`src/cpa_pkg.sv`:
```
`timescale 1ns / 1ps

package cpa_pkg;

    // Fixed-point formats
    localparam int ANGLE_FRAC_BITS  = 24;
    localparam int RESULT_FRAC_BITS = 30;

    localparam int ANGLE_W = 32;
    localparam int COS_W   = 32;
    localparam int REM_W   = 32;
    localparam int DIV_W   = 34;
    localparam int Y30_W   = 31;
    localparam int SQ_W    = 2 * Y30_W;
    localparam int X2_W    = 32;
    localparam int ACC_W   = 32;
    localparam int PROD_W  = 64;

    localparam int ASHIFT  = 60 - ANGLE_FRAC_BITS;
    localparam int Y_SHIFT = 30 - ANGLE_FRAC_BITS;
    localparam int R_SHIFT = 30 - RESULT_FRAC_BITS;
    localparam int Q30     = 30;

    // Angle constants, Q60 and rounded to the angle format
    localparam logic [63:0] HALFPI_Q60 = 64'h1921FB54442D1847;
    localparam logic [63:0] PI_Q60     = 64'h3243F6A8885A308D;
    localparam logic [63:0] TWOPI_Q60  = 64'h6487ED5110B4611B;

    localparam logic [63:0] HALFPI    = (HALFPI_Q60 + (64'd1 << (ASHIFT - 1))) >> ASHIFT;
    localparam logic [63:0] PI        = (PI_Q60 + (64'd1 << (ASHIFT - 1))) >> ASHIFT;
    localparam logic [63:0] TWOPI     = (TWOPI_Q60 + (64'd1 << (ASHIFT - 1))) >> ASHIFT;
    localparam logic [63:0] THREEHALF = HALFPI + PI;

    // One remainder cell per quotient bit of |angle| / 2pi
    localparam int TWOPI_LOG = $clog2(TWOPI);
    localparam int REM_CELLS = (33 - TWOPI_LOG > 1) ? (33 - TWOPI_LOG) : 1;
    localparam logic [DIV_W-1:0] DIV_START = DIV_W'(TWOPI << (REM_CELLS - 1));

    // Polynomial coefficients, Q30
    localparam logic signed [ACC_W-1:0] COEF1 = 32'sd1073741774;
    localparam logic signed [ACC_W-1:0] COEF2 = -32'sd536869896;
    localparam logic signed [ACC_W-1:0] COEF3 = 32'sd44735933;
    localparam logic signed [ACC_W-1:0] COEF4 = -32'sd1487530;
    localparam logic signed [ACC_W-1:0] COEF5 = 32'sd24861;

    localparam int HORNER_CELLS = 4;
    localparam logic signed [ACC_W-1:0] HORNER_COEF [HORNER_CELLS] =
        '{COEF4, COEF3, COEF2, COEF1};

    localparam logic [63:0]        HALF_Q30 = 64'd1 << (Q30 - 1);
    localparam logic signed [63:0] COS_LIM  = 64'sd1 <<< RESULT_FRAC_BITS;

    typedef struct packed {
        logic [REM_W-1:0] r;
        logic [DIV_W-1:0] d;
    } rem_data_t;

    typedef struct packed {
        logic signed [ACC_W-1:0] acc;
        logic [X2_W-1:0]         x2;
        logic                    neg;
    } hrn_data_t;

    // Arithmetic shift right with round to nearest, ties away from zero
    function automatic logic signed [63:0] round_shift(input logic signed [63:0] v,
                                                       input int s);
        logic [63:0]        m;
        logic [63:0]        q;
        logic signed [63:0] res;
        m = v[63] ? (~v + 64'd1) : v;
        if (s == 0) begin
            res = v;
        end else begin
            q   = (m + (64'd1 << (s - 1))) >> s;
            res = v[63] ? $signed(~q + 64'd1) : $signed(q);
        end
        return res;
    endfunction

endpackage

```
`src/cpa_horner_cell.sv`:
```
`timescale 1ns / 1ps

// One Horner step, acc = coef + round(acc * x2 >> 30), over two registers
module cpa_horner_cell (
    input  logic                           clk,
    input  logic                           rst_n,
    input  logic signed [cpa_pkg::ACC_W-1:0] coef,
    input  logic                           up_valid,
    output logic                           up_ready,
    input  cpa_pkg::hrn_data_t             up_data,
    output logic                           dn_valid,
    input  logic                           dn_ready,
    output cpa_pkg::hrn_data_t             dn_data
);

    logic                                 mul_valid_reg;
    logic                                 mul_ready;
    logic signed [cpa_pkg::PROD_W-1:0]    prod_reg;
    logic signed [cpa_pkg::PROD_W-1:0]    prod_next;
    logic signed [cpa_pkg::ACC_W+cpa_pkg::X2_W:0] prod_full;
    logic [cpa_pkg::X2_W-1:0]             x2_reg;
    logic                                 neg_reg;

    logic                                 add_valid_reg;
    cpa_pkg::hrn_data_t                   data_reg;
    cpa_pkg::hrn_data_t                   data_next;

    assign mul_ready = !add_valid_reg || dn_ready;
    assign up_ready  = !mul_valid_reg || mul_ready;

    assign prod_full = up_data.acc * $signed({1'b0, up_data.x2});
    assign prod_next = $signed(prod_full[cpa_pkg::PROD_W-1:0]);

    always_comb
    begin
        data_next.acc = coef + cpa_pkg::ACC_W'(cpa_pkg::round_shift(prod_reg, cpa_pkg::Q30));
        data_next.x2  = x2_reg;
        data_next.neg = neg_reg;
    end

    always_ff @(posedge clk or negedge rst_n)
    begin
        if (!rst_n)
        begin
            mul_valid_reg <= 1'b0;
            add_valid_reg <= 1'b0;
        end
        else
        begin
            if (up_ready)
            begin
                mul_valid_reg <= up_valid;
            end
            if (mul_ready)
            begin
                add_valid_reg <= mul_valid_reg;
            end
        end
    end

    always_ff @(posedge clk)
    begin
        if (up_ready && up_valid)
        begin
            prod_reg <= prod_next;
            x2_reg   <= up_data.x2;
            neg_reg  <= up_data.neg;
        end
        if (mul_ready && mul_valid_reg)
        begin
            data_reg <= data_next;
        end
    end

    assign dn_valid = add_valid_reg;
    assign dn_data  = data_reg;

endmodule

```
`config.mk`:
```
export PLATFORM = sky130hd
export DESIGN_NAME = cpa_horner_cell
export DESIGN_NICKNAME = d
export VERILOG_FILES = /design/src/cpa_pkg.sv /design/src/cpa_horner_cell.sv
export SDC_FILE = /design/constraint.sdc
export NUM_CORES = 2
export LEC_CHECK = 0
export BUFFER_PORTS_ARGS = -buffer_cell sky130_fd_sc_hd__clkbuf_2
export CAP_MARGIN = 40
export CORE_MARGIN = 2
export CORE_UTILIZATION = 52
export CTS_BUF_LIST = sky130_fd_sc_hd__clkbuf_16
export CTS_CLUSTER_DIAMETER = 40
export DETAILED_ROUTE_END_ITERATION = 7
export PLACE_DENSITY = 0.69
export SYNTH_ARGS = -nofsm -noshare
export SYNTH_HDL_FRONTEND = slang
export SYNTH_SLANG_ARGS = --single-unit
```
`constraint.sdc`:
```
create_clock -name clk -period 11.73 [get_ports clk]
set_input_delay 1.173 -clock clk [delete_from_list [all_inputs] [get_ports clk]]
set_output_delay 1.173 -clock clk [all_outputs]
set_load 0.01 [all_outputs]
```
==> qor.yml <==
outcome:
  status: "complete, no violations"
critical_path:
  reg2reg_depth: 26
  cpMaxStageDelayCell: "fa_1"
  path_max_fanout: 33
  cp-end-kind: "flip-flop"
  required_ps: 11960
  crit_type: "primary input to flip-flop"
  critPathMaxStageDelay_ps: 610
  r2r-start: "prod_reg[15]$_DFFE_PP_"
  crit_top_cell: "fa_1"
  cp-start-kind: "primary input"
  arrival_ps: 9760
  r2r_end: "dn_data[64]$_DFFE_PP_"
  reg2reg_slack_ps: 3850
place:
  pre_cts_slack_ps: 1750
  gp_congestion: 0.923
  hpwl_mm: 88.4
  place_inst: 5519
  port_buffers: 167
logic_synthesis:
  synth_area_leaders: "fa_1, edfxtp_1, and2_1"
  avgSynthCellArea_sq_um: 9.54
  ys_ff_latch: 163
  synth_area_sq_um: 42700
  async_flop_share_pct: 1.23
  yosysTopAreaCell: "fa_1"
  yosysSeqAreaShare_pct: 11.4
  synth-edff-count: 161
  yosys_warnings: 0
  synth_nets: 5796
  synthFlopType: "edfxtp_1"
  synthCells: 4473
  synth_top_area_share_pct: 42.1
  ys_types: 86
cts:
  cts_made_buffers: 17
  cts.repair.resized: 0
  clock_sinks: 163
  cts_setup_buffers: 0
  cts_root_buf: "clkbuf_16"
  cts.hold.buffers_added: 0
  htree_num_levels: 4
  clk_pin_slew_worst_paths_ps: 90
  cts_max_path_buffers: 2
  clkLatencyLatePin_ps: 500
  cts_tree: "built"
worst_hold_path:
  worstHoldPathCells: 0
  holdCritPathClass: "flip-flop to flip-flop"
  hold_path.startpoint: "x2_reg[11]$_DFFE_PP_"
  holdPathEnd: "dn_data[12]$_DFFE_PP_"
die:
  die_x_um: 291
  placementRows: 105
  die_y_um: 291
  io_pins: 168
  core_area_sq_um: 81700
  die_area_sq_um: 84400
  initial_utilization_pct: 52.2
timing:
  skew_ps: 23.9
  final.setup.worst_slack_ps: 2190
  tightest_slew_ps: 960
  setup_violations: 0
  period_needed_ps: 9540
  clock.fmax_mhz: 105
  setup_tns_ps: 0
  period_share_pct: 81.3
  drv_slew: 0
  relSlewSlack_pct: 36.0
  rsz0062_at_grt: "no"
  hold_viol: 0
finish:
  layout_common_cells: "inv_1, fa_1, and2_1"
  fill_cells: 7223
  drive_gt1_share_pct: 6.10
  nets: 5791
  final_common_cell: "inv_1"
  postLayoutCoreUtil_pct: 55.0
  fin_cells: 5554
  syn_to_final_growth_pct: 5.23
  largest_reg_flops: 65
global_route:
  track_usage_pct: 27.6
  antenna_found_initial: 6
  grt-ovfl-total: 0
  grt_pass1_wl_mm: 179
  grt_pass1_vias: 31100
  grt_max_degree: 93
routing:
  vias_per_cell: 5.44
  drc: 0
  totalWireLength_mm: 113
  ant_nets: 0
  routedWlPerCell_um: 20.4
  drt_iter0_markers: 2214
  dr_total_vias: 30200
  dr.pass1.iters: 7
job:
  cap_violations: 0
==> cell families (layout without fill, tap and decap cells) <==
group	count (synthesis)	count (layout)	share of synthesized area, %
AO/OA/AOI/OAI	350	350	5.46
XOR/XNOR	166	166	3.44
adder cells (fa/ha/maj)	1222	1222	51.6
buffers and inverters	1148	1153	10.1
flip-flops	163	163	11.4
multiplexers	11	11	0.261
other	0	6	0
AND/OR/NAND/NOR	1413	1413	17.7
==> cell type report <==
class	instances	area (sq um)	area share, %
Timing Repair Buffer	210	1200	2.66
Inverter	914	3430	7.64
Sequential cell	163	4880	10.9
Multi-Input combinational cell	3162	33500	74.6
Antenna cell	6	15.0	0.0334
Clock inverter	12	143	0.317
Tap cell	1070	1340	2.98
Clock buffer	17	425	0.947
==> worst max path at each step <==
stage	endpoint	depth (start not counted)	from	slack, ps
after global placement	prod_reg[58]$_DFFE_PP_	28	up_data[17]	1750
after global routing	prod_reg[58]$_DFFE_PP_	28	up_data[14]	1780
after floorplan	prod_reg[60]$_DFFE_PP_	28	up_data[35]	3080
final	prod_reg[58]$_DFFE_PP_	28	up_data[15]	2190
after CTS	prod_reg[58]$_DFFE_PP_	28	up_data[14]	2250
after detailed placement	prod_reg[58]$_DFFE_PP_	28	up_data[14]	1750
==> worst max-delay path: cells and delay by family <==
| family | cells | cell delay [ps] |
|---|---|---|
| compound gates | 12 | 3070 |
| xor+xnor | 1 | 70 |
| fa+ha+maj | 9 | 4260 |
| buf+inv | 5 | 740 |
| simple gates | 1 | 410 |
==> stage by stage <==
step                hold slack (ps)  instance area, sq um
finish                          405                 44900
global route                    425                 44900
floorplan                       400                 42700
global placement                401                 44300
CTS                             409                 44900
detailed placement              405                 44300
==> cells in the mapped netlist (all sizes together), types with 4 or more instances <==
cell	instances
o211ai	6
nor4b	6
and3	8
o31ai	22
xnor2	112
buf	14
a211oi	10
a31o	5
o21ai	64
and4	4
a21o	36
nand2b	27
nand3	30
edfxtp	161
inv	914
nor4	18
a21oi	92
or2	12
a41o	4
o31a	6
a31oi	15
nand2	439
a311oi	5
o2111ai	5
nor2	108
nand4	19
nor2b	15
clkbuf	220
mux2i	10
fa	898
o41ai	7
o21bai	15
o21a	19
ha	324
o22ai	4
xor2	53
and2	658
or4	8
nor3	34
nand3b	5
or3	10
==> metal layers <==
metal	part of all wire, %	track usage (%)	up-vias
met4	2.9	7.95	0
met1	44	39.9	15300
met2	45	42.8	1170
met5	0	0	-
met3	8.3	5.17	155
li1	-	-	13600
Power is not shown: default switching activity piles up to over one toggle a cycle in this logic, so the estimate is an artifact.
