===== src/cpa_pkg.sv =====
`timescale 1ns / 1ps

package cpa_pkg;

    // Fixed-point formats
    localparam int ANGLE_FRAC_BITS  = 24;
    localparam int RESULT_FRAC_BITS = 30;

    localparam int ANGLE_W = 32;
    localparam int COS_W   = 32;
    localparam int REM_W   = 32;
    localparam int DIV_W   = 34;
    localparam int Y30_W   = 31;
    localparam int SQ_W    = 2 * Y30_W;
    localparam int X2_W    = 32;
    localparam int ACC_W   = 32;
    localparam int PROD_W  = 64;

    localparam int ASHIFT  = 60 - ANGLE_FRAC_BITS;
    localparam int Y_SHIFT = 30 - ANGLE_FRAC_BITS;
    localparam int R_SHIFT = 30 - RESULT_FRAC_BITS;
    localparam int Q30     = 30;

    // Angle constants, Q60 and rounded to the angle format
    localparam logic [63:0] HALFPI_Q60 = 64'h1921FB54442D1847;
    localparam logic [63:0] PI_Q60     = 64'h3243F6A8885A308D;
    localparam logic [63:0] TWOPI_Q60  = 64'h6487ED5110B4611B;

    localparam logic [63:0] HALFPI    = (HALFPI_Q60 + (64'd1 << (ASHIFT - 1))) >> ASHIFT;
    localparam logic [63:0] PI        = (PI_Q60 + (64'd1 << (ASHIFT - 1))) >> ASHIFT;
    localparam logic [63:0] TWOPI     = (TWOPI_Q60 + (64'd1 << (ASHIFT - 1))) >> ASHIFT;
    localparam logic [63:0] THREEHALF = HALFPI + PI;

    // One remainder cell per quotient bit of |angle| / 2pi
    localparam int TWOPI_LOG = $clog2(TWOPI);
    localparam int REM_CELLS = (33 - TWOPI_LOG > 1) ? (33 - TWOPI_LOG) : 1;
    localparam logic [DIV_W-1:0] DIV_START = DIV_W'(TWOPI << (REM_CELLS - 1));

    // Polynomial coefficients, Q30
    localparam logic signed [ACC_W-1:0] COEF1 = 32'sd1073741774;
    localparam logic signed [ACC_W-1:0] COEF2 = -32'sd536869896;
    localparam logic signed [ACC_W-1:0] COEF3 = 32'sd44735933;
    localparam logic signed [ACC_W-1:0] COEF4 = -32'sd1487530;
    localparam logic signed [ACC_W-1:0] COEF5 = 32'sd24861;

    localparam int HORNER_CELLS = 4;
    localparam logic signed [ACC_W-1:0] HORNER_COEF [HORNER_CELLS] =
        '{COEF4, COEF3, COEF2, COEF1};

    localparam logic [63:0]        HALF_Q30 = 64'd1 << (Q30 - 1);
    localparam logic signed [63:0] COS_LIM  = 64'sd1 <<< RESULT_FRAC_BITS;

    typedef struct packed {
        logic [REM_W-1:0] r;
        logic [DIV_W-1:0] d;
    } rem_data_t;

    typedef struct packed {
        logic signed [ACC_W-1:0] acc;
        logic [X2_W-1:0]         x2;
        logic                    neg;
    } hrn_data_t;

    // Arithmetic shift right with round to nearest, ties away from zero
    function automatic logic signed [63:0] round_shift(input logic signed [63:0] v,
                                                       input int s);
        logic [63:0]        m;
        logic [63:0]        q;
        logic signed [63:0] res;
        m = v[63] ? (~v + 64'd1) : v;
        if (s == 0) begin
            res = v;
        end else begin
            q   = (m + (64'd1 << (s - 1))) >> s;
            res = v[63] ? $signed(~q + 64'd1) : $signed(q);
        end
        return res;
    endfunction

endpackage


===== src/cpa_rem_cell.sv =====
`timescale 1ns / 1ps

// One restoring step: subtract the current multiple of 2pi if it fits, halve it
module cpa_rem_cell (
    input  logic                clk,
    input  logic                rst_n,
    input  logic                up_valid,
    output logic                up_ready,
    input  cpa_pkg::rem_data_t  up_data,
    output logic                dn_valid,
    input  logic                dn_ready,
    output cpa_pkg::rem_data_t  dn_data
);

    logic               valid_reg;
    cpa_pkg::rem_data_t data_reg;
    cpa_pkg::rem_data_t data_next;
    logic               fits;

    assign up_ready = !valid_reg || dn_ready;
    assign fits     = {{(cpa_pkg::DIV_W - cpa_pkg::REM_W){1'b0}}, up_data.r} >= up_data.d;

    always_comb
    begin
        data_next.r = fits ? cpa_pkg::REM_W'({{(cpa_pkg::DIV_W - cpa_pkg::REM_W){1'b0}},
                                              up_data.r} - up_data.d)
                           : up_data.r;
        data_next.d = up_data.d >> 1;
    end

    always_ff @(posedge clk or negedge rst_n)
    begin
        if (!rst_n)
        begin
            valid_reg <= 1'b0;
        end
        else if (up_ready)
        begin
            valid_reg <= up_valid;
        end
    end

    always_ff @(posedge clk)
    begin
        if (up_ready && up_valid)
        begin
            data_reg <= data_next;
        end
    end

    assign dn_valid = valid_reg;
    assign dn_data  = data_reg;

endmodule


===== config.mk =====
export PLATFORM = sky130hd
export DESIGN_NAME = cpa_rem_cell
export DESIGN_NICKNAME = d
export VERILOG_FILES = /design/src/cpa_pkg.sv /design/src/cpa_rem_cell.sv
export SDC_FILE = /design/constraint.sdc
export NUM_CORES = 1
export LEC_CHECK = 0
export BUFFER_PORTS_ARGS = -buffer_cell sky130_fd_sc_hd__buf_2
export CAP_MARGIN = 20
export CORE_MARGIN = 3
export CORE_UTILIZATION = 52
export CTS_CLUSTER_DIAMETER = 40
export CTS_CLUSTER_SIZE = 24
export DETAILED_ROUTE_END_ITERATION = 10
export PLACE_DENSITY = 0.91
export SETUP_SLACK_MARGIN = 0.05
export SLEW_MARGIN = 20
export SYNTH_ARGS = -nofsm -noshare
export SYNTH_HDL_FRONTEND = slang
export SYNTH_SLANG_ARGS = --single-unit
export TNS_END_PERCENT = 5

===== constraint.sdc =====
create_clock -name clk -period 2.9 [get_ports clk]
set_input_delay 0.58 -clock clk [delete_from_list [all_inputs] [get_ports clk]]
set_output_delay 0.58 -clock clk [all_outputs]
set_load 0.03 [all_outputs]

==> results of run 1 <==
-- report_power, final --
part / total (mW) / switching (mW) / internal (mW)
registers: 1.14 / 0.0157 / 1.12
logic: 0.978 / 0.576 / 0.401
clock network: 0.659 / 0.355 / 0.304
-- worst max path at each step --
stage | start | cells after the start | to
finish | up_data[20] | 12 | dn_data[41]
global route | up_data[15] | 12 | dn_data[41]
CTS | up_data[10] | 13 | dn_data[41]
detailed placement | up_data[10] | 13 | dn_data[41]
global placement | up_data[34] | 13 | dn_data[44]
floorplan | up_data[34] | 12 | dn_data[53]
-- registers in the layout, summed over array words and instances (netlist names) --
register / cells
dn_data: 65
dn_valid: 1
-- final cells by class --
| type | count | area, um^2 | area share |
|---|---|---|---|
| Sequential cell | 66 | 1980 | 0.329 |
| Clock inverter | 4 | 18.8 | 0.00312 |
| Tap cell | 105 | 131 | 0.0218 |
| Timing Repair Buffer | 210 | 1260 | 0.210 |
| Clock buffer | 12 | 135 | 0.0225 |
| Inverter | 44 | 165 | 0.0275 |
| Multi-Input combinational cell | 323 | 2320 | 0.386 |
-- cell families after synthesis --
group / synth area share
xor gates and xnor gates: 0.0348
buffers and inverters: 0.0580
adders and majority gates: 0.0927
other: 0.000827
DFF: 0.436
AOI/OAI and AO/OA: 0.178
muxes: 0.0560
and+or+nand+nor: 0.143
-- cells in the final DEF (no fill, tap or decap), types with 3 or more instances in the layout --
| cell type | Yosys | final |
|---|---|---|
| inv_1 | 44 | 44 |
| o31ai_2 | 1 | 3 |
| nor2_1 | 31 | 31 |
| buf_2 | 5 | 136 |
| clkinv_2 | 0 | 3 |
| nand3_1 | 19 | 19 |
| o21a_1 | 4 | 4 |
| and3_1 | 4 | 4 |
| a21oi_1 | 32 | 31 |
| and2_1 | 7 | 6 |
| o21ai_0 | 22 | 22 |
| xor2_1 | 4 | 4 |
| nand4_1 | 9 | 9 |
| a21o_1 | 5 | 5 |
| mux2_2 | 5 | 5 |
| o21ai_1 | 5 | 5 |
| xnor2_1 | 14 | 14 |
| nand2_1 | 27 | 27 |
| o211ai_1 | 4 | 4 |
| mux2_1 | 14 | 14 |
| a31oi_1 | 6 | 5 |
| edfxtp_1 | 65 | 65 |
| nand2b_1 | 6 | 6 |
| a21boi_0 | 3 | 3 |
| clkbuf_1 | 4 | 3 |
| a21oi_2 | 5 | 6 |
| nor3_1 | 9 | 9 |
| buf_4 | 4 | 71 |
| clkbuf_8 | 0 | 9 |
| ha_1 | 32 | 31 |
| o31ai_1 | 9 | 7 |
| a211oi_1 | 5 | 4 |
-- critical path: stages --
cell,delay (ps)
buf_2,90
inv_1,40
ha_1,340
nand4_1,160
nor4_2,280
buf_4,180
nor4b_2,260
o31ai_2,110
buf_4,210
and2_1,190
buf_4,190
o31ai_2,320
-- repair_timing --
| item | in CTS | in global routing |
|---|---|---|
| hold endpoints to repair | 1 | 0 |
| resized for setup | 0 | 6 |
| setup endpoints to repair | 0 | 32 |
| hold buffers | 1 | 0 |
-- stage by stage --
step | utilization | worst slack [ps] | setup TNS, ps | cells | hold WS [ps]
3_5_place_dp | 0.698 | -277 | -6860 | 747 | 357
5_1_grt | 0.721 | -13.4 | -13.4 | 764 | 402
4_1_cts | 0.718 | 90.9 | 0 | 764 | 403
2_1_floorplan | - | 34.1 | 0 | 449 | 284
3_3_place_gp | 0.698 | -130 | -3040 | 747 | 355
6_report | 0.721 | 89.5 | 0 | 764 | 415
-- layer usage --
metal	wire [um]	vias up	share of wire
met1	4900	2128	0.37
met2	6560	320	0.49
met3	1480	55	0.11
met4	389	0	0.029
met5	0	-	0
li1	-	2076	-
==> results.md, run 1 <==
- Skew-Pair Late Insertion Delay: 350 ps
- CTS H-tree lvls: 3
- Number of antenna violations at the first check in global routing: 0
- Cell taking the most area after synthesis: edfxtp_1
- Largest net degree at the start of global routing: 31
- Finished Cell Area: 6010 um^2
- Share of layout cells above drive strength 1: 0.379
- GRT Util Overall: 0.269
- Die Height: 99.4 um
- Die ar.: 9870 um^2
- DR vias: approximately 4.6k
- Worst R2R End: dn_data[37]
- Avg WL per Cell: 17.5 um
- CP endpoint kind: flip-flop
- Number of vias per cell: 5.99
- Critical path class: in -> reg
- Synth Flop Type: edfxtp_1
- Layer with the highest usage: met2
- Final setup viols: 0
- Antenna Nets Post-Route: 0
- Synthesized Nets: 552
- Peak Freq: 0.356 GHz
- Die width: between 90 and 100 um
- Crit path DAT: 2960 ps
- Ranking of synthesized cells by area: edfxtp_1, ha_1, inv_1, a21oi_1, mux2_1
- Final Net Count: 757
- Routed WL: 13300 um
- Worst reg2reg startpoint: dn_valid
- Number of synthesized register bits: 66
- Largest fanout on the critical path: 11
- Overall Power: roughly 2.8 mW
- Area after DPL: about 5800 um^2
- Synth Cell Area: 4530 um^2
- HPWL Detailed: 10300 um
- Setup repair bufs after CTS: 0
- Root buffer cell: clkbuf_8
- Worst slew pin tran: 661 ps
- Endpoints failing hold: 0
- Diodes inserted: 0
- Hold EP: dn_data[3]
- Syn Inst Count: roughly 450
- Area Growth Syn to Fin: 32.7%
- Rel. slew slack: 0.555
- EDFF count, synth: 65
- Worst endpoint required time: between 3000 and 4000 ps
- Clock transition at path regs: about 80 ps
- Cell depth of the worst hold path: 1
- Synth async-reset ratio: 0.0152
- Clock Skew: 7.65 ps
- CP Launch Type: primary input
- Core region area: 8340 um^2
- HP Class: in -> reg
- Max VDD drop: 0.280 mV
- Mean Syn Cell Area: 10.1 um^2
- Initial Util: 0.544
- GR Layer Usage met1: 0.335
- Top cells by count, synth: edfxtp_1, inv_1, a21oi_1, ha_1, nor2_1
- Flop2flop setup slack: between 1000 and 1500 ps
- Number of global-route vias before repair: around 4.6k
- Gp weighted congestion: 0.970
- Top-area cell type share of the netlist area: 0.431
- Clock tree from TritonCTS: done
- DRT Pass-1 Iters: 8
- Max Cap Viol: 0
- Hold path start: up_data[4]
- Synth Warn #: 0
- Tcrit/Tclk final: 0.969
- Post-synth cell types: 67
- First-pass GRT wire length: 21400 um
- Port-buffer cells: approximately 140
- Met3 global-route usage: 0.0610
- Count leader, synth: edfxtp_1
- Initial detailed-routing violation count: 462
- Slew Limit Fails: 0
- PD cells: 461 nW/um^2
- Met2 usage: 0.455
- Maximum buffer depth of the clock tree: 2
- Std cell rows: 33
- I/O pins: 138
- Tmin final: 2810 ps
- Post-route DRC: 0
- Clk sink count: 66
- Outcome: finished clean
- Fillers: 577
- Register area share after synthesis: 0.436
- GRT Residual Overflow: 0
- CTS buffer count: 9
- Worst reg2reg path depth: 3
- Leakage: ~2.7 nW
(Power assumes the default switching activity.)
==> run 2, diff against run 1 <==
--- a/config.mk
+++ b/config.mk
@@ -8,11 +8,11 @@
 export BUFFER_PORTS_ARGS = -buffer_cell sky130_fd_sc_hd__buf_2
 export CAP_MARGIN = 20
 export CORE_MARGIN = 3
-export CORE_UTILIZATION = 52
+export CORE_UTILIZATION = 45
 export CTS_CLUSTER_DIAMETER = 40
 export CTS_CLUSTER_SIZE = 24
 export DETAILED_ROUTE_END_ITERATION = 10
-export PLACE_DENSITY = 0.91
+export PLACE_DENSITY = 0.81
 export SETUP_SLACK_MARGIN = 0.05
 export SLEW_MARGIN = 20
 export SYNTH_ARGS = -nofsm -noshare
==> run 2 against run 1 <==
  * Design area rose by 1.2%
  * Die area rose by 15%
  * Non-clock buffer count rose by 1
  * Global-route usage fell by 4.3 points
  * Register-to-register slack improved by 360 ps
  * Utilization fell by 9.8 points
  * First-iteration DRC count fell by 55%
  * Via count fell by 8.4%
  * Critical endpoint is now dn_data[62]
==> results.md, run 2 (synthesis results as in run 1) <==
- Outcome: finished clean
- Initial Util: 0.464 (-0.0797)
- CP Cell Sequence: buf_2, inv_1, ha_1, nand4_1, nor4_2, buf_4, nor4b_2, o31ai_2, buf_4, and2_1, buf_4, o31ai_1
- Area Growth Syn to Fin: 34.3%
- Slew Limit Fails: 0 (unchanged)
- DR vias: 4195 (-8.4%)
- CP Buf/Inv Count: 5 (unchanged)
- Met2 usage: 0.368 (-0.0867)
- GRT Util Overall: 0.226 (-0.0427)
- Die width: 106 um (+7.0%)
- Skew-Pair Late Insertion Delay: 350 ps (about the same)
- Fin worst setup slack: 172 ps (+82.4 ps)
- Leakage: 2.75 nW (+0.86%)
- Diodes inserted: 0 (unchanged)
- Number of antenna violations at the first check in global routing: 0 (unchanged)
- Overall Power: 2.93 mW (+5.6%)
- Number of vias per cell: 5.29 (-12%)
- Clock Skew: 9.65 ps (+2.00 ps)
- Core region area: 9770 um^2 (+17%)
- GR Layer Usage met1: 0.294 (-0.0401)
- Initial detailed-routing violation count: 209 (-55%)
- Rel. slew slack: 0.512 (-0.0427)
- Tmin final: 2730 ps (-82.4 ps)
- Flop2flop setup slack: 1560 ps (+360 ps)
- Tcrit/Tclk final: 0.941 (-0.0284)
- CTS buffer count: 9 (unchanged)
- CP endpoint kind: flip-flop
- DRT Pass-1 Iters: 5 (-3)
- Worst endpoint required time: 3070 ps (+20 ps)
- Post-Layout Cell Count: 793 (+3.8%)
- Commonest cells after routing, fill and taps aside: buf_2, buf_4, edfxtp_1, inv_1, ha_1
- Worst slew pin tran: 724 ps (+63.4 ps)
- Max VDD drop: 0.282 mV (+0.73%)
- CTS H-tree lvls: 3 (unchanged)
- Fin util: 0.623 (-0.0981)
- Setup WS pre-CTS: -239 ps (+38.0 ps)
- Commonest non-fill, non-tap cell in the layout: buf_2
- Max reg flops: 65 (unchanged)
- GRT Residual Overflow: 0 (unchanged)
- Clock tree from TritonCTS: done
- Die ar.: 11300 um^2 (+15%)
- Clk sink count: 66 (unchanged)
- Peak Freq: 0.367 GHz (+3.0%)
- PD cells: 481 nW/um^2 (+4.3%)
- I/O pins: 138 (unchanged)
- Routed WL: 12400 um (-7.0%)
- Endpoints failing hold: 0 (unchanged)
- Avg WL per Cell: 15.6 um (-10%)
- Clock transition at path regs: 80 ps (about the same)
- Root buffer cell: clkbuf_8
- Share of layout cells above drive strength 1: 0.376 (-0.00361)
- Final Net Count: 758 (+0.13%)
- Number of global-route vias before repair: 4154 (-9.3%)
- Critical path class: in -> reg
- Final setup viols: 0 (unchanged)
- Std cell rows: 36 (+9.1%)
- Top delay family on crit path: simple AND/OR/NAND/NOR gates
- Maximum buffer depth of the clock tree: 2 (unchanged)
- Antenna Nets Post-Route: 0 (unchanged)
- RSZ-0062 raised after global routing: true
- Gp weighted congestion: 0.879 (-9.4%)
- Crit path DAT: 2900 ps (-60 ps)
- Die Height: 106 um (+7.0%)
- Max Cap Viol: 0 (unchanged)
- CP max stage cell: ha_1
- HP Class: in -> reg
- CP max stage delay: 360 ps (+20 ps)
- Port-buffer cells: 136 (unchanged)
- Met3 global-route usage: 0.0583 (-0.00272)
- HPWL Detailed: 9860 um (-4.7%)
- Most used cell, CP: buf_4
- Largest fanout on the critical path: 11 (unchanged)
- Post-route DRC: 0 (unchanged)
- Finished Cell Area: 6090 um^2 (+1.2%)
- Largest net degree at the start of global routing: 66 (+110%)
- CP Launch Type: primary input
- Layer with the highest usage: met2
- First-pass GRT wire length: 20300 um (-5.3%)
- Placed insts: 775 (+3.7%)
- Area after DPL: 5860 um^2 (+0.60%)
[run 2: metrics by stage]
step	setup TNS (ps)	hold slack (ps)
floorplan	0	284
CTS	0	399
global route	0	396
global placement	-4160	355
finish	0	411
detailed placement	-6140	356
[run 2: worst register-to-register path, stage by stage (launching register included)]
cell	delay [ps]
dfrtp_1	380
nand2b_1	100
and2_2	170
buf_12	310
[run 2: path summary, 6_finish.rpt]
| path | start | end | depth (start not counted) |
|---|---|---|---|
| worst max register to register | dn_valid | dn_data[65] | 3 |
| worst max-delay path | up_data[13] | dn_data[62] | 12 |
| max in group asynchronous | rst_n | dn_valid | 2 |
| min in group asynchronous | rst_n | dn_valid | 2 |
| worst min-delay path | up_data[3] | dn_data[2] | 1 |
| worst min register to register | dn_valid | dn_valid | 2 |
[run 2: power breakdown]
group          internal (mW)  leakage (nW)  switching [mW]
registers               1.12         0.630          0.0149
logic                  0.396          2.01           0.544
clock network          0.478         0.104           0.375
[run 2: metal layers]
metal / part of all wire / wire length (um)
met5: 0 / 0
met4: 0.015 / 192
met3: 0.086 / 1070
met2: 0.48 / 5910
met1: 0.42 / 5230
[run 2: repair_timing]
item,CTS,global route
setup endpoints to repair,0,29
hold buffers,1,0
endpoints found under the hold margin,1,0
setup buffers,0,1
resized for setup,0,2
[run 2: layout make-up]
class                   count  area (um^2)
well taps                 133          166
repair buffers            211         1270
clock inverters             6         81.3
clock buffers              10          128
multi-input cells         323         2300
fillers                   813         3690
inverters                  44          165
flip-flops and latches     66         1980
==> run 3, diff against run 2 <==
==> constraint.sdc (replaced) <==
create_clock -name clk -period 2.97 [get_ports clk]
set_input_delay 0.594 -clock clk [delete_from_list [all_inputs] [get_ports clk]]
set_output_delay 0.594 -clock clk [all_outputs]
set_load 0.03 [all_outputs]
==> run 3 against run 2 <==
  * Power shrank 4.8%
  * Wire length grew 1.6%
  * Hold slack gained 8.6 ps
  * Register-to-register slack gained 90 ps
==> results.md, run 3 (synthesis results as in run 1) <==
- Outcome: finished clean
- DRT Pass-1 Iters: 5 (unchanged)
- Diodes inserted: 0 (unchanged)
- Tmin final: 2840 ps
- Final Net Count: 754 (-0.53%)
- CP Cell Sequence: buf_2, inv_1, ha_1, buf_4, nand2_1, nor3_1, nand3_1, nor4b_2, o31ai_2, buf_4, and2_1, buf_4, o31ai_1
- Antenna Nets Post-Route: 0 (unchanged)
- Slew Limit Fails: 0 (unchanged)
- Port-buffer cells: 136 (unchanged)
- Share of layout cells above drive strength 1: 0.375 (-0.000758)
- Clock tree from TritonCTS: done
- Worst slew pin tran: 765 ps (+41.2 ps)
- Worst endpoint required time: 3120 ps (+50 ps)
- Die width: 106 um (unchanged)
- Core region area: 9770 um^2 (unchanged)
- Number of antenna violations at the first check in global routing: 0 (unchanged)
- Avg WL per Cell: 16.0 um (+2.1%)
- Worst reg2reg startpoint: dn_valid
- Fillers: 808 (-0.62%)
- Root buffer cell: clkbuf_8
- Top delay family on crit path: simple AND/OR/NAND/NOR gates
- I/O pins: 138 (unchanged)
- Skew-Pair Late Insertion Delay: 360 ps (about the same)
- Initial detailed-routing violation count: 243 (+16%)
- CP endpoint kind: flip-flop
- CP Launch Type: primary input
- Final setup viols: 0 (unchanged)
- Clock transition at path regs: 80 ps (about the same)
- CTS H-tree lvls: 3 (unchanged)
- Leakage: 2.72 nW (-0.91%)
- Endpoints failing hold: 0 (unchanged)
- Die Height: 106 um (unchanged)
- GRT Residual Overflow: 0 (unchanged)
- Max reg flops: 65 (unchanged)
- First-pass GRT wire length: 20100 um (-0.79%)
- Tcrit/Tclk final: 0.956
- CP max stage cell: ha_1
- Gp weighted congestion: 0.889 (+1.1%)
- CP startpoint: up_data[10]
- Finished Cell Area: 6050 um^2 (-0.70%)
- Critical path class: in -> reg
- Setup WS pre-CTS: -268 ps (-29.1 ps)
- Area Growth Syn to Fin: 33.4%
- Crit path DAT: 2990 ps (+90 ps)
- Number of global-route vias before repair: 4238 (+2.0%)
- Fin util: 0.619 (-0.00435)
- HPWL Detailed: 9850 um (about the same)
- Most used cell, CP: buf_4
- Die ar.: 11300 um^2 (unchanged)
- Logic gate share of total power: 0.329 (+0.008)
- Max VDD drop: 0.260 mV (-7.8%)
- Commonest cells after routing, fill and taps aside: buf_2, buf_4, edfxtp_1, inv_1, ha_1
- Clock Skew: 9.22 ps (-0.429 ps)
- Switching Power: 929 uW (-0.59%)
- GRT Util Overall: 0.227 (+0.000795)
- Int Pwr: 1.86 mW (-6.8%)
- Largest fanout on the critical path: 11 (unchanged)
- Max Cap Viol: 0 (unchanged)
- Std cell rows: 36 (unchanged)
- Peak Freq: 0.352 GHz
- Number of vias per cell: 5.43 (+2.7%)
- Largest net degree at the start of global routing: 66 (unchanged)
- Hold path start: up_data[4]
- Initial Util: 0.464 (unchanged)
- Clk sink count: 66 (unchanged)
- Fin worst setup slack: 130 ps (-42.1 ps)
- Maximum buffer depth of the clock tree: 2 (unchanged)
- CP max stage delay: 400 ps (+40 ps)
- RSZ-0062 raised after global routing: true
- Clk pwr share: 0.273 (-0.018)
- HP Class: in -> reg
- Sw Share: 0.333 (+0.0142)
- Post-route DRC: 0 (unchanged)
- Routed WL: 12600 um (+1.6%)
- CP Buf/Inv Count: 5 (unchanged)
- DR vias: 4285 (+2.1%)
- CTS buffer count: 9 (unchanged)
- Rel. slew slack: 0.484 (-0.0277)
- PD cells: 461 nW/um^2 (-4.1%)
- Overall Power: 2.79 mW (-4.8%)
- Seq pwr share: 0.398 (+0.010)
- Area after DPL: 5820 um^2 (-0.64%)
- Commonest non-fill, non-tap cell in the layout: buf_2
==> run 3: changes by cell type in the layout (fill, tap and decap cells not counted), sizes merged <==
cell and delta:
clkbuf -1, bufinv -1, buf -4, clkinv +1, inv +1
==> run 3: path summary, 6_finish.rpt <==
| check | endpoint | slack, ps | cells past startpoint |
|---|---|---|---|
| min in group asynchronous | dn_valid | 540 | 2 |
| max in group asynchronous | dn_valid | 2340 | 2 |
| max reg2reg | dn_data[10] | 1650 | 3 |
| min | dn_data[3] | 420 | 1 |
| min reg2reg | dn_valid | 530 | 2 |
| max | dn_data[41] | 130 | 13 |
==> run 3: timing repair <==
item / in CTS / in global routing
hold endpoints to repair: 1 / 0
setup buffers: 0 / 2
resized for setup: 0 / 2
setup endpoints to repair: 0 / 31
hold buffers: 1 / 0
==> run 3: stage by stage <==
step	cells	hold slack, ps	setup TNS, ps
finish	789	419	0
global route	789	402	-22.1
CTS	787	402	0
detailed placement	770	370	-6340
global placement	770	369	-2570
floorplan	449	298	0
==> run 3: layout make-up <==
type,count,area [um^2],share of cell area
well taps,133,166,0.0275
repair buffers,207,1240,0.205
multi-input cells,323,2300,0.381
inverters,44,165,0.0273
flip-flops and latches,66,1980,0.327
clock buffers,9,124,0.0205
clock inverters,7,68.8,0.0114
==> run 3: power by group through the flow <==
stage / clock network (mW) / logic (mW) / registers (mW)
floorplan: 0 / 0.451 / 1.25
global placement: 0 / 0.879 / 1.13
detailed placement: 0 / 0.902 / 1.13
CTS: 0.784 / 0.906 / 1.11
global route: 0.824 / 0.999 / 1.12
finish: 0.762 / 0.917 / 1.11
==> run 3: layer usage <==
metal	track usage	wire, um	part of all wire
met1	0.291	5330	0.42
met2	0.378	6020	0.48
met3	0.0534	1010	0.080
met4	0.0749	246	0.020
met5	0	0	0
